==> config.mk <==
export PLATFORM = sky130hd
export DESIGN_NAME = lru_eviction_tracker
export DESIGN_NICKNAME = d
export VERILOG_FILES = /design/src/lruet_pkg.sv /design/src/lruet_ram.sv /design/src/lru_eviction_tracker.sv
export SDC_FILE = /design/constraint.sdc
export NUM_CORES = 2
export LEC_CHECK = 0
export BUFFER_PORTS_ARGS = -buffer_cell sky130_fd_sc_hd__buf_4
export CAP_MARGIN = 20
export CELL_PAD_IN_SITES_DETAIL_PLACEMENT = 0
export CELL_PAD_IN_SITES_GLOBAL_PLACEMENT = 1
export CORE_ASPECT_RATIO = 0.7
export CORE_MARGIN = 4
export CORE_UTILIZATION = 60
export DETAILED_ROUTE_END_ITERATION = 10
export GPL_ROUTABILITY_DRIVEN = 0
export GPL_TIMING_DRIVEN = 1
export PLACE_DENSITY = 0.93
export SLEW_MARGIN = 15
export SYNTH_ARGS = -nofsm -noshare
export SYNTH_HDL_FRONTEND = slang
export SYNTH_HIERARCHICAL = 1
export SYNTH_SLANG_ARGS = --single-unit
==> constraint.sdc <==
create_clock -name clk -period 15.2 [get_ports clk]
set_input_delay 3.04 -clock clk [delete_from_list [all_inputs] [get_ports clk]]
set_output_delay 3.04 -clock clk [all_outputs]
set_load 0.005 [all_outputs]
==> src/lruet_pkg.sv <==
`timescale 1ns / 1ps
// ----------------------------------------------------------------------------
// lruet_pkg: shared types and constants for the LRU eviction tracker
// Key layout, list sizing, capacity reset value and sequencer states.
// ----------------------------------------------------------------------------
package lruet_pkg;

    // List depth; must be a power of two (the list is a ring in the RAM)
    localparam int LIST_DEPTH = 64;
    localparam int IDX_W      = $clog2(LIST_DEPTH);
    localparam int CNT_W      = $clog2(LIST_DEPTH + 1);

    localparam int KIND_W  = 2;
    localparam int ID_W    = 31;
    localparam int ENTRY_W = KIND_W + ID_W;
    localparam int CAP_W   = 6;

    localparam logic [CAP_W-1:0] CAPACITY_RESET = CAP_W'(50);

    typedef enum logic [3:0] {
        ST_IDLE,
        ST_SRCH_RD,
        ST_SRCH_CMP,
        ST_SHIFT_RD,
        ST_SHIFT_WR,
        ST_MISS,
        ST_APPEND,
        ST_CHECK,
        ST_EVICT_RD,
        ST_EVICT_GET,
        ST_REPORT
    } lruet_state_t;

endpackage

==> src/lruet_ram.sv <==
`timescale 1ns / 1ps
// ----------------------------------------------------------------------------
// lruet_ram: generic simple dual-port RAM
// One write port, one read port, registered read data.
// ----------------------------------------------------------------------------
module lruet_ram #(
    parameter int WIDTH = 8,
    parameter int DEPTH = 16
) (
    input  logic                     clk,
    input  logic                     we,
    input  logic [$clog2(DEPTH)-1:0] waddr,
    input  logic [WIDTH-1:0]         wdata,
    input  logic [$clog2(DEPTH)-1:0] raddr,
    output logic [WIDTH-1:0]         rdata
);

    logic [WIDTH-1:0] mem [DEPTH];

    always_ff @(posedge clk)
    begin
        if (we)
        begin
            mem[waddr] <= wdata;
        end
        rdata <= mem[raddr];
    end

endmodule

==> src/lru_eviction_tracker.sv <==
`timescale 1ns / 1ps
// ----------------------------------------------------------------------------
// lru_eviction_tracker: bounded recency list of (kind, id) keys
// Searches, reorders and trims an LRU list held in a ring buffer in RAM.
// ----------------------------------------------------------------------------
// Pulse start while busy is low to launch one access; the key is sampled on
// that edge. Exactly one result follows per access: done is high for a single
// cycle with was_present, evict_valid, evict_kind and evict_id valid in that
// cycle only. The result cannot be held off, so capture it when done is high.
// The list is walked one entry at a time through a single RAM read port and
// one key comparator. A miss searches the whole list and then appends the key;
// a hit searches up to the key wherever it sits, then does one shift per newer
// key (a read state, then a write state) and writes the key as newest; an
// eviction, where needed, drops the oldest key. busy drops the cycle after
// done, so the next start can be taken in that cycle. Write cfg_wr_data (the
// capacity, reset 50) with cfg_wr_en only while busy is low. No clearing pass
// is needed after reset.
// ----------------------------------------------------------------------------
module lru_eviction_tracker (
    input  logic                          clk,
    input  logic                          rst_n,
    input  logic                          start,
    output logic                          busy,
    input  logic [lruet_pkg::KIND_W-1:0]  entry_kind,
    input  logic [lruet_pkg::ID_W-1:0]    entry_id,
    output logic                          done,
    output logic                          was_present,
    output logic                          evict_valid,
    output logic [lruet_pkg::KIND_W-1:0]  evict_kind,
    output logic [lruet_pkg::ID_W-1:0]    evict_id,
    input  logic                          cfg_wr_en,
    input  logic [lruet_pkg::CAP_W-1:0]   cfg_wr_data
);

    lruet_pkg::lruet_state_t state_reg, state_next;

    logic [lruet_pkg::IDX_W-1:0]   idx_reg;
    logic [lruet_pkg::IDX_W-1:0]   head_reg;
    logic [lruet_pkg::CNT_W-1:0]   count_reg;
    logic [lruet_pkg::CAP_W-1:0]   capacity_reg;
    logic                          hit_reg;
    logic                          evicted_reg;
    logic                          appended_reg;
    logic [lruet_pkg::KIND_W-1:0]  key_kind_reg;
    logic [lruet_pkg::ID_W-1:0]    key_id_reg;
    logic [lruet_pkg::KIND_W-1:0]  victim_kind_reg;
    logic [lruet_pkg::ID_W-1:0]    victim_id_reg;

    logic                          ram_we;
    logic [lruet_pkg::IDX_W-1:0]   ram_waddr;
    logic [lruet_pkg::IDX_W-1:0]   ram_raddr;
    logic [lruet_pkg::ENTRY_W-1:0] ram_rdata;
    logic [lruet_pkg::ENTRY_W-1:0] key_entry;

    logic [lruet_pkg::CNT_W-1:0]   idx_ext;
    logic [lruet_pkg::CNT_W-1:0]   cnt_last;
    logic [lruet_pkg::CNT_W-1:0]   append_pos;
    logic                          key_match;
    logic                          over_cap;

    assign key_entry  = {key_kind_reg, key_id_reg};
    assign idx_ext    = lruet_pkg::CNT_W'(idx_reg);
    assign cnt_last   = count_reg - lruet_pkg::CNT_W'(1);
    assign append_pos = hit_reg ? cnt_last : count_reg;
    assign key_match  = (ram_rdata == key_entry);
    assign over_cap   = (count_reg > lruet_pkg::CNT_W'(capacity_reg));

    lruet_ram #(
        .WIDTH (lruet_pkg::ENTRY_W),
        .DEPTH (lruet_pkg::LIST_DEPTH)
    ) u_list_ram (
        .clk   (clk),
        .we    (ram_we),
        .waddr (ram_waddr),
        .wdata (ram_we && state_reg == lruet_pkg::ST_APPEND ? key_entry : ram_rdata),
        .raddr (ram_raddr),
        .rdata (ram_rdata)
    );

    // next state
    always_comb
    begin
        state_next = state_reg;
        case (state_reg)
            lruet_pkg::ST_IDLE:
            begin
                if (start)
                begin
                    state_next = (count_reg == '0) ? lruet_pkg::ST_MISS
                                                   : lruet_pkg::ST_SRCH_RD;
                end
            end
            lruet_pkg::ST_SRCH_RD:
            begin
                state_next = lruet_pkg::ST_SRCH_CMP;
            end
            lruet_pkg::ST_SRCH_CMP:
            begin
                if (key_match)
                begin
                    state_next = (idx_ext == cnt_last) ? lruet_pkg::ST_APPEND
                                                       : lruet_pkg::ST_SHIFT_RD;
                end
                else if (idx_ext + lruet_pkg::CNT_W'(1) == count_reg)
                begin
                    state_next = lruet_pkg::ST_MISS;
                end
                else
                begin
                    state_next = lruet_pkg::ST_SRCH_RD;
                end
            end
            lruet_pkg::ST_SHIFT_RD:
            begin
                state_next = lruet_pkg::ST_SHIFT_WR;
            end
            lruet_pkg::ST_SHIFT_WR:
            begin
                state_next = (idx_ext + lruet_pkg::CNT_W'(2) == count_reg)
                             ? lruet_pkg::ST_APPEND : lruet_pkg::ST_SHIFT_RD;
            end
            lruet_pkg::ST_MISS:
            begin
                // full list: make room first, that eviction is the one reported
                state_next = (count_reg == lruet_pkg::CNT_W'(lruet_pkg::LIST_DEPTH))
                             ? lruet_pkg::ST_EVICT_RD : lruet_pkg::ST_APPEND;
            end
            lruet_pkg::ST_APPEND:
            begin
                state_next = lruet_pkg::ST_CHECK;
            end
            lruet_pkg::ST_CHECK:
            begin
                state_next = (!evicted_reg && over_cap) ? lruet_pkg::ST_EVICT_RD
                                                        : lruet_pkg::ST_REPORT;
            end
            lruet_pkg::ST_EVICT_RD:
            begin
                state_next = lruet_pkg::ST_EVICT_GET;
            end
            lruet_pkg::ST_EVICT_GET:
            begin
                state_next = appended_reg ? lruet_pkg::ST_REPORT : lruet_pkg::ST_APPEND;
            end
            lruet_pkg::ST_REPORT:
            begin
                state_next = lruet_pkg::ST_IDLE;
            end
            default:
            begin
                state_next = lruet_pkg::ST_IDLE;
            end
        endcase
    end

    // outputs and RAM control
    always_comb
    begin
        ram_we    = 1'b0;
        ram_waddr = head_reg + idx_reg;
        ram_raddr = head_reg + idx_reg;
        case (state_reg)
            lruet_pkg::ST_SHIFT_RD:
            begin
                ram_raddr = head_reg + idx_reg + lruet_pkg::IDX_W'(1);
            end
            lruet_pkg::ST_SHIFT_WR:
            begin
                ram_we = 1'b1;
            end
            lruet_pkg::ST_APPEND:
            begin
                ram_we    = 1'b1;
                ram_waddr = head_reg + append_pos[lruet_pkg::IDX_W-1:0];
            end
            lruet_pkg::ST_EVICT_RD:
            begin
                ram_raddr = head_reg;
            end
            default:
            begin
                ram_we = 1'b0;
            end
        endcase
    end

    assign busy        = (state_reg != lruet_pkg::ST_IDLE);
    assign done        = (state_reg == lruet_pkg::ST_REPORT);
    assign was_present = hit_reg;
    assign evict_valid = evicted_reg;
    assign evict_kind  = victim_kind_reg;
    assign evict_id    = victim_id_reg;

    always_ff @(posedge clk or negedge rst_n)
    begin
        if (!rst_n)
        begin
            state_reg    <= lruet_pkg::ST_IDLE;
            idx_reg      <= '0;
            head_reg     <= '0;
            count_reg    <= '0;
            capacity_reg <= lruet_pkg::CAPACITY_RESET;
            hit_reg      <= 1'b0;
            evicted_reg  <= 1'b0;
            appended_reg <= 1'b0;
        end
        else
        begin
            state_reg <= state_next;
            if (cfg_wr_en)
            begin
                capacity_reg <= cfg_wr_data;
            end
            case (state_reg)
                lruet_pkg::ST_IDLE:
                begin
                    if (start)
                    begin
                        idx_reg      <= '0;
                        hit_reg      <= 1'b0;
                        evicted_reg  <= 1'b0;
                        appended_reg <= 1'b0;
                    end
                end
                lruet_pkg::ST_SRCH_CMP:
                begin
                    if (key_match)
                    begin
                        hit_reg <= 1'b1;
                    end
                    else
                    begin
                        idx_reg <= idx_reg + lruet_pkg::IDX_W'(1);
                    end
                end
                lruet_pkg::ST_SHIFT_WR:
                begin
                    idx_reg <= idx_reg + lruet_pkg::IDX_W'(1);
                end
                lruet_pkg::ST_APPEND:
                begin
                    appended_reg <= 1'b1;
                    if (!hit_reg)
                    begin
                        count_reg <= count_reg + lruet_pkg::CNT_W'(1);
                    end
                end
                lruet_pkg::ST_EVICT_GET:
                begin
                    // drop the oldest key by advancing the ring head
                    evicted_reg <= 1'b1;
                    head_reg    <= head_reg + lruet_pkg::IDX_W'(1);
                    count_reg   <= count_reg - lruet_pkg::CNT_W'(1);
                end
                default:
                begin
                    idx_reg <= idx_reg;
                end
            endcase
        end
    end

    // key and victim payload
    always_ff @(posedge clk)
    begin
        if (state_reg == lruet_pkg::ST_IDLE && start)
        begin
            key_kind_reg    <= entry_kind;
            key_id_reg      <= entry_id;
            victim_kind_reg <= '0;
            victim_id_reg   <= '0;
        end
        else if (state_reg == lruet_pkg::ST_EVICT_GET)
        begin
            {victim_kind_reg, victim_id_reg} <= ram_rdata;
        end
    end

endmodule
== Word level (Yosys, flattened, before mapping) ==
Memories as Yosys holds them, arrays and structs flattened. A register that Yosys moved wholly into a read port is not among the register bits.
Index checks and enable logic that the tools add are counted.
Cells by class
  $add $sub $neg: 9
  $lt $le $gt $ge: 1
  equality and inequality tests: 19
  muxes and demuxes: 27
  reductions and logical operators: 18
Operators by type and width (count)
  4-bit one-hot mux with 10 select lines: 1
  33-bit == test: 1
  33-bit 2-to-1 mux: 1
  6-bit 2-to-1 mux: 4
  6-bit by 1-bit adder with 6-bit output (second input constant): 3
  6-bit one-hot mux with 3 select lines: 1
  4-bit by 3-bit == test with 1-bit output (second input constant): 4
  3-bit 2-to-1 mux: 5
  7-bit == test: 2
  7-bit one-hot mux with 2 select lines: 1
  6-bit adder: 2
  4-bit == test (second input constant): 3
  4-bit 2-to-1 mux: 3
  6-bit one-hot mux with 2 select lines: 1
  4-bit by 2-bit == test with 1-bit output (second input constant): 2
  2-bit != test (second input constant): 4
  2-bit nonzero test: 4
  6-bit by 1-bit adder with 7-bit output (second input constant): 1
  6-bit by 2-bit adder with 7-bit output (second input constant): 1
  7-bit by 1-bit adder with 7-bit output (second input constant): 1
  6-bit by 7-bit == test with 1-bit output: 1
  7-bit == test (second input constant): 1
  7-bit by 6-bit > comparator with 1-bit output: 1
  7-bit logical NOT: 1
  other kinds (14): 25
Storage, ports and cells
  register bits after elaboration: 98
  memory bits (writable): 2112
  input port bits: 43
  output and inout port bits: 37
  word-level logic and storage cells: 87
  memories kept: 1
Memory list
  u_list_ram.mem: depth 64, width 33, rd ports 1, clocked after memory_dff 1, wr ports 1, RTL line lruet_ram.sv:18  | logic [WIDTH-1:0] mem [DEPTH];

== Longest topological paths before layout ==
  word-level depth: 5
  mapped depth: 16
  depth with buffers taken out: 14

== By module ==
Netlist, hierarchy kept.
Modules (own cells, without submodules)
  lruet_ram: times used 1, cells each 3598, area an instance 81192.9 µm², sequential area each 64081.5 µm²
  lru_eviction_tracker: times used 1, cells each 679, area an instance 5780.5 µm², sequential area each 2456.1 µm²

== Worst setup path before layout ==
Ideal clock, no wire load.
  path type: reg2reg
  from: register count_reg[1] in the netlist's numbering
  to: memory u_list_ram/mem[48][0] in the netlist's numbering, enable pin
  setup time: 0.464 ns
  data arrival time: 4.880 ns
  required time: 14.736 ns
  path slack: 9.856 ns
  stages on the path, launching flop included: 15
  path buffers: 2
  period minus slack after synthesis: 5.344 ns
  cells stage by stage: dfrtp_1 -> buf_2 -> inv_1 -> ha_1 -> a21oi_1 -> ha_1 -> a21o_1 -> a21oi_1 -> o21ai_0 -> xnor2_1 -> nor2_1 -> a21oi_1 -> clkbuf_1 -> nand4b_1 -> nor3_1
On the way
  word-level cells in the longest chain between the ends: 4
Ends and longest elaborated chain
  from (decl): RTL line lru_eviction_tracker.sv:39  | logic [lruet_pkg::CNT_W-1:0] count_reg;
  from (signal assigned): RTL line lru_eviction_tracker.sv:245  | count_reg <= count_reg + lruet_pkg::CNT_W'(1);
  from (signal assigned): RTL line lru_eviction_tracker.sv:253  | count_reg <= count_reg - lruet_pkg::CNT_W'(1);
  7-bit by 1-bit subtractor with 7-bit output: RTL line lru_eviction_tracker.sv:63  | assign cnt_last = count_reg - lruet_pkg::CNT_W'(1);
  6-bit 2-to-1 mux *: RTL line lru_eviction_tracker.sv:64  | assign append_pos = hit_reg ? cnt_last : count_reg;
  6-bit adder *: RTL line lru_eviction_tracker.sv:174  | ram_waddr = head_reg + append_pos[lruet_pkg::IDX_W-1:0];
  6-bit 2-to-1 mux *: RTL line lru_eviction_tracker.sv:162  | case (state_reg)
  via ram_waddr (one bit): RTL line lru_eviction_tracker.sv:50  | logic [lruet_pkg::IDX_W-1:0] ram_waddr;
  to (decl): RTL line lruet_ram.sv:18
Mark *: on every way through the listed nets, which the timed path passes. The rest lies on a longest branch.

== Worst setup path after layout ==
  from: register state_reg[2]
  to: register u_list_ram.rdata[11] (read register of u_list_ram.mem)
On the way
  word-level cells in the longest chain between the ends: 2
  elaborated cells between the ends (all ways): 3
  those cells by class: 2 x eq/ne; 1 x mux
Ends and longest elaborated chain
  from (decl): RTL line lru_eviction_tracker.sv:35  | lruet_pkg::lruet_state_t state_reg, state_next;
  from (signal assigned): RTL line lru_eviction_tracker.sv:198  | state_reg <= lruet_pkg::ST_IDLE;
  from (signal assigned): RTL line lru_eviction_tracker.sv:209  | state_reg <= state_next;
  4-bit == test / 4-bit by 2-bit == test with 1-bit output (equally long branches): RTL line lru_eviction_tracker.sv:162
  6-bit one-hot mux with 2 select lines *: RTL line lru_eviction_tracker.sv:162
  via ram_raddr (one bit): RTL line lru_eviction_tracker.sv:51  | logic [lruet_pkg::IDX_W-1:0] ram_raddr;
  to (decl): RTL line lruet_ram.sv:15  | output logic [WIDTH-1:0] rdata
Marked as above.
A chain may end at the register's enable or synchronous reset.

==> key figures <==
Clock tree
  – TritonCTS Sinks: 2243
  – Post-CTS Hold Fix Bufs: 0
  – Setup bufs post-CTS: 0
  – Clk pin slew, worst setup/hold paths: roughly 70 ps
  – TritonCTS Buffers: approximately 190
  – CTS tree: done
  – CTS Root Cell: clkbuf_16
  – CTS resizes: 0
  – Clk buf depth: 3
  – H-tree level count: 4
  – Skew-Pair Late Insertion Delay: between 800 and 900 ps

Logic synthesis
  – Synth Flop Type: edfxtp_1
  – Top-count cell post-synth: edfxtp_1
  – Sequential area share after synthesis: 76.5%
  – Post-synthesis cell area: 87000 sq um
  – Post-synth top cells: edfxtp_1 (2145), mux4_2 (485), nand2_1 (304), clkbuf_1 (106), nor2_1 (100)
  – Yosys top cell area share: around three quarters
  – Cells taking the most area after synthesis: edfxtp_1 (74%), mux4_2 (13%), dfxtp_1 (1.5%)
  – Mapped Cells: 4277
  – FFs w/ async S/R, synth: about 1.4%
  – Synth warn: 6
  – Synth area leader: edfxtp_1
  – Post-synth cell types: 74
  – Post-synth EDFFs: 2145
  – Syn Area/Cell: a little over 20 sq um
  – Seq cells post-synth: 2243
  – Synth Net Count: 4344

Die
  – Core area: 143000 sq um
  – Die Height: 327 um
  – I/O Pins: 80
  – Die X: 463 um
  – Total die area: 151000 sq um
  – FP Rows: 116
  – Starting density of the core: 60.7%

Layout
  – Finished Core Util: between 60% and 70%
  – Nets: 4490
  – Share of layout cells above drive strength 1: between 20% and 30%
  – Largest register FFs: 2112
  – Area growth syn-to-layout: 11.0%
  – Top Registers: u_list_ram/mem (2112), u_list_ram/rdata (33)
  – Largest reg by FF count: u_list_ram/mem
  – Cell Count, Final, Fillers Out: 6473

Critical path
  – CP endpoint kind: flop
  – FF-to-FF End: u_list_ram/rdata[11]$_DFF_P_
  – CP Data Required Time: 15900 ps
  – Crit Path Category: reg -> reg
  – Reg2reg setup slack: 8570 ps
  – CP Max Fanout: 111
  – FF-to-FF path depth: 11
  – Launching element type of the critical path: flop
  – Data arrival, critical path: between 7000 and 8000 ps
  – Worst r2r src: state_reg[2]$_DFFE_PN0P_

Place
  – Number of I/O port buffers: 79
  – DP Worst Slack: 8640 ps
  – Placed Cells incl. Taps: 6118
  – DP Wirelength: roughly 120000 um

STA
  – Max-slew violations: 0
  – Final period util: 43.6%
  – RSZ-0062 raised after global routing: false
  – Post-layout min period: roughly 6600 ps
  – Worst-Margin Slew: 1200 ps
  – Worst slew margin: 20.0%
  – Fmax: 0.151 GHz
  – Setup Total Neg Slack: 0 ps
  – Hold Vio Cnt, Final: 0
  – Clock Skew: between 30 and 40 ps
  – Final setup margin: approximately 8600 ps
  – Final number of setup-violating endpoints: 0

Power and ir drop
  – Worst vdd ir: 0.350 mV
  – PwrDens: 239 nW/um^2
  – Lkg Pwr: 30.3 nW

Global route
  – First-pass GRT wire length: 351000 um
  – Antenna violations before repair: 3
  – GRT Total Usage: between 30% and 40%
  – Vias in the first global route: roughly 48000
  – Largest net degree at the start of global routing: 118
  – Total gr overflow: 0

Route
  – Vias per cell: approximately 7.4
  – Initial DRC count: 9092
  – DR WL/cell: 37.9 um
  – Antenna viol nets, final: 0
  – Via count: 47600
  – Post-Route WL: 245000 um
  – DRT Pass-1 Iters: 6
  – DRC: 0

Worst hold path
  – Hold Startpoint: evict_id[23]$_SDFFE_PP0P_
  – Hold Path Sink: evict_id[23]$_SDFFE_PP0P_
  – HP Class: reg -> reg
  – Worst Hold Depth: 2

Run
  – Max Cap Viol: 0

Status
  – Status: finished clean
## worst max-delay path by stage
stage	startpoint	to	slack [ps]	cells past startpoint
final	state_reg[2]$_DFFE_PN0P_	u_list_ram/rdata[11]$_DFF_P_	8570	11
after global routing	state_reg[2]$_DFFE_PN0P_	u_list_ram/rdata[11]$_DFF_P_	8090	11
after CTS	state_reg[2]$_DFFE_PN0P_	u_list_ram/rdata[11]$_DFF_P_	8590	11
after detailed placement	state_reg[2]$_DFFE_PN0P_	u_list_ram/rdata[26]$_DFF_P_	8640	11
after global placement	state_reg[2]$_DFFE_PN0P_	u_list_ram/rdata[32]$_DFF_P_	8860	11
after floorplan	count_reg[1]$_DFFE_PN0P_	u_list_ram/mem[48][0]$_DFFE_PP_	9860	14
## final cells by class
| type | instances | area, sq um |
|---|---|---|
| clock buffer | 245 | 4990 |
| inverter | 24 | 90.1 |
| antenna | 2 | 5.00 |
| sequential | 2243 | 66500 |
| multi-input combinational | 1765 | 19700 |
| fill | 8195 | 46900 |
| tap | 1888 | 2360 |
| clock inverter | 102 | 1180 |
| timing repair buffer | 204 | 1630 |
## placed cells by master (no fill, tap or decap), types with 25 or more instances in the layout
cell type	Yosys	routed
dfrtp_1	29	29
nor2_4	0	65
dfxtp_1	66	66
xor2_1	47	47
xnor2_1	33	33
nand2_1	304	272
nor2b_1	27	26
clkinv_2	0	35
nand3_1	96	96
mux2i_1	96	96
o21ai_0	36	33
a21oi_1	68	68
nand4_1	48	48
edfxtp_1	2145	2145
o221ai_1	46	46
a22oi_1	79	79
nand2_4	0	25
clkbuf_1	106	49
o22ai_1	63	63
clkbuf_16	0	187
mux4_2	485	485
nor2_1	100	33
buf_4	19	195
clkinv_1	1	29
## stage by stage
stage	total power, mW	cell area (sq um)	hold WS [ps]
2_1_floorplan	15.2	87000	453
3_3_place_gp	17.4	90100	448
3_5_place_dp	17.7	90100	452
4_1_cts	22.9	96300	462
5_1_grt	23.8	96500	480
6_report	23.0	96500	459
## routing by layer
metal  share of wire, %  global-route usage [%]  vias up
met5              0.011                       0        -
li1                   -                       -    17900
met1                 33                    45.0    24100
met3                 16                    9.60      835
met4                5.4                    15.1        4
met2                 46                    48.7     4761
## kinds of logic after synthesis
logic type / after synthesis / share of synthesized area (%)
DFF: 2243 / 76.5
and+or+nand+nor: 676 / 3.63
muxes: 589 / 13.8
AOI/OAI and AO/OA: 396 / 3.25
buffers and inverters: 269 / 1.68
xor gates and xnor gates: 80 / 0.806
adders and majority gates: 24 / 0.363
## worst max-delay path, cell delays in order (launching register included)
cell	delay, ps
dfrtp_1	530
nand2b_1	310
nor3_1	710
a221o_4	910
buf_12	680
buf_4	850
buf_4	880
mux4_2	620
nand2_1	110
nand2_1	100
a221oi_1	320
and4b_1	240
## power by group
part	switching, mW	internal (mW)	leakage [nW]
Clock	2.28	2.70	3.02
Sequential	0.274	8.14	20.3
Combinational	5.87	3.76	6.98
Total	8.42	14.6	30.3
No activity file was read; power rests on OpenSTA's default activity.
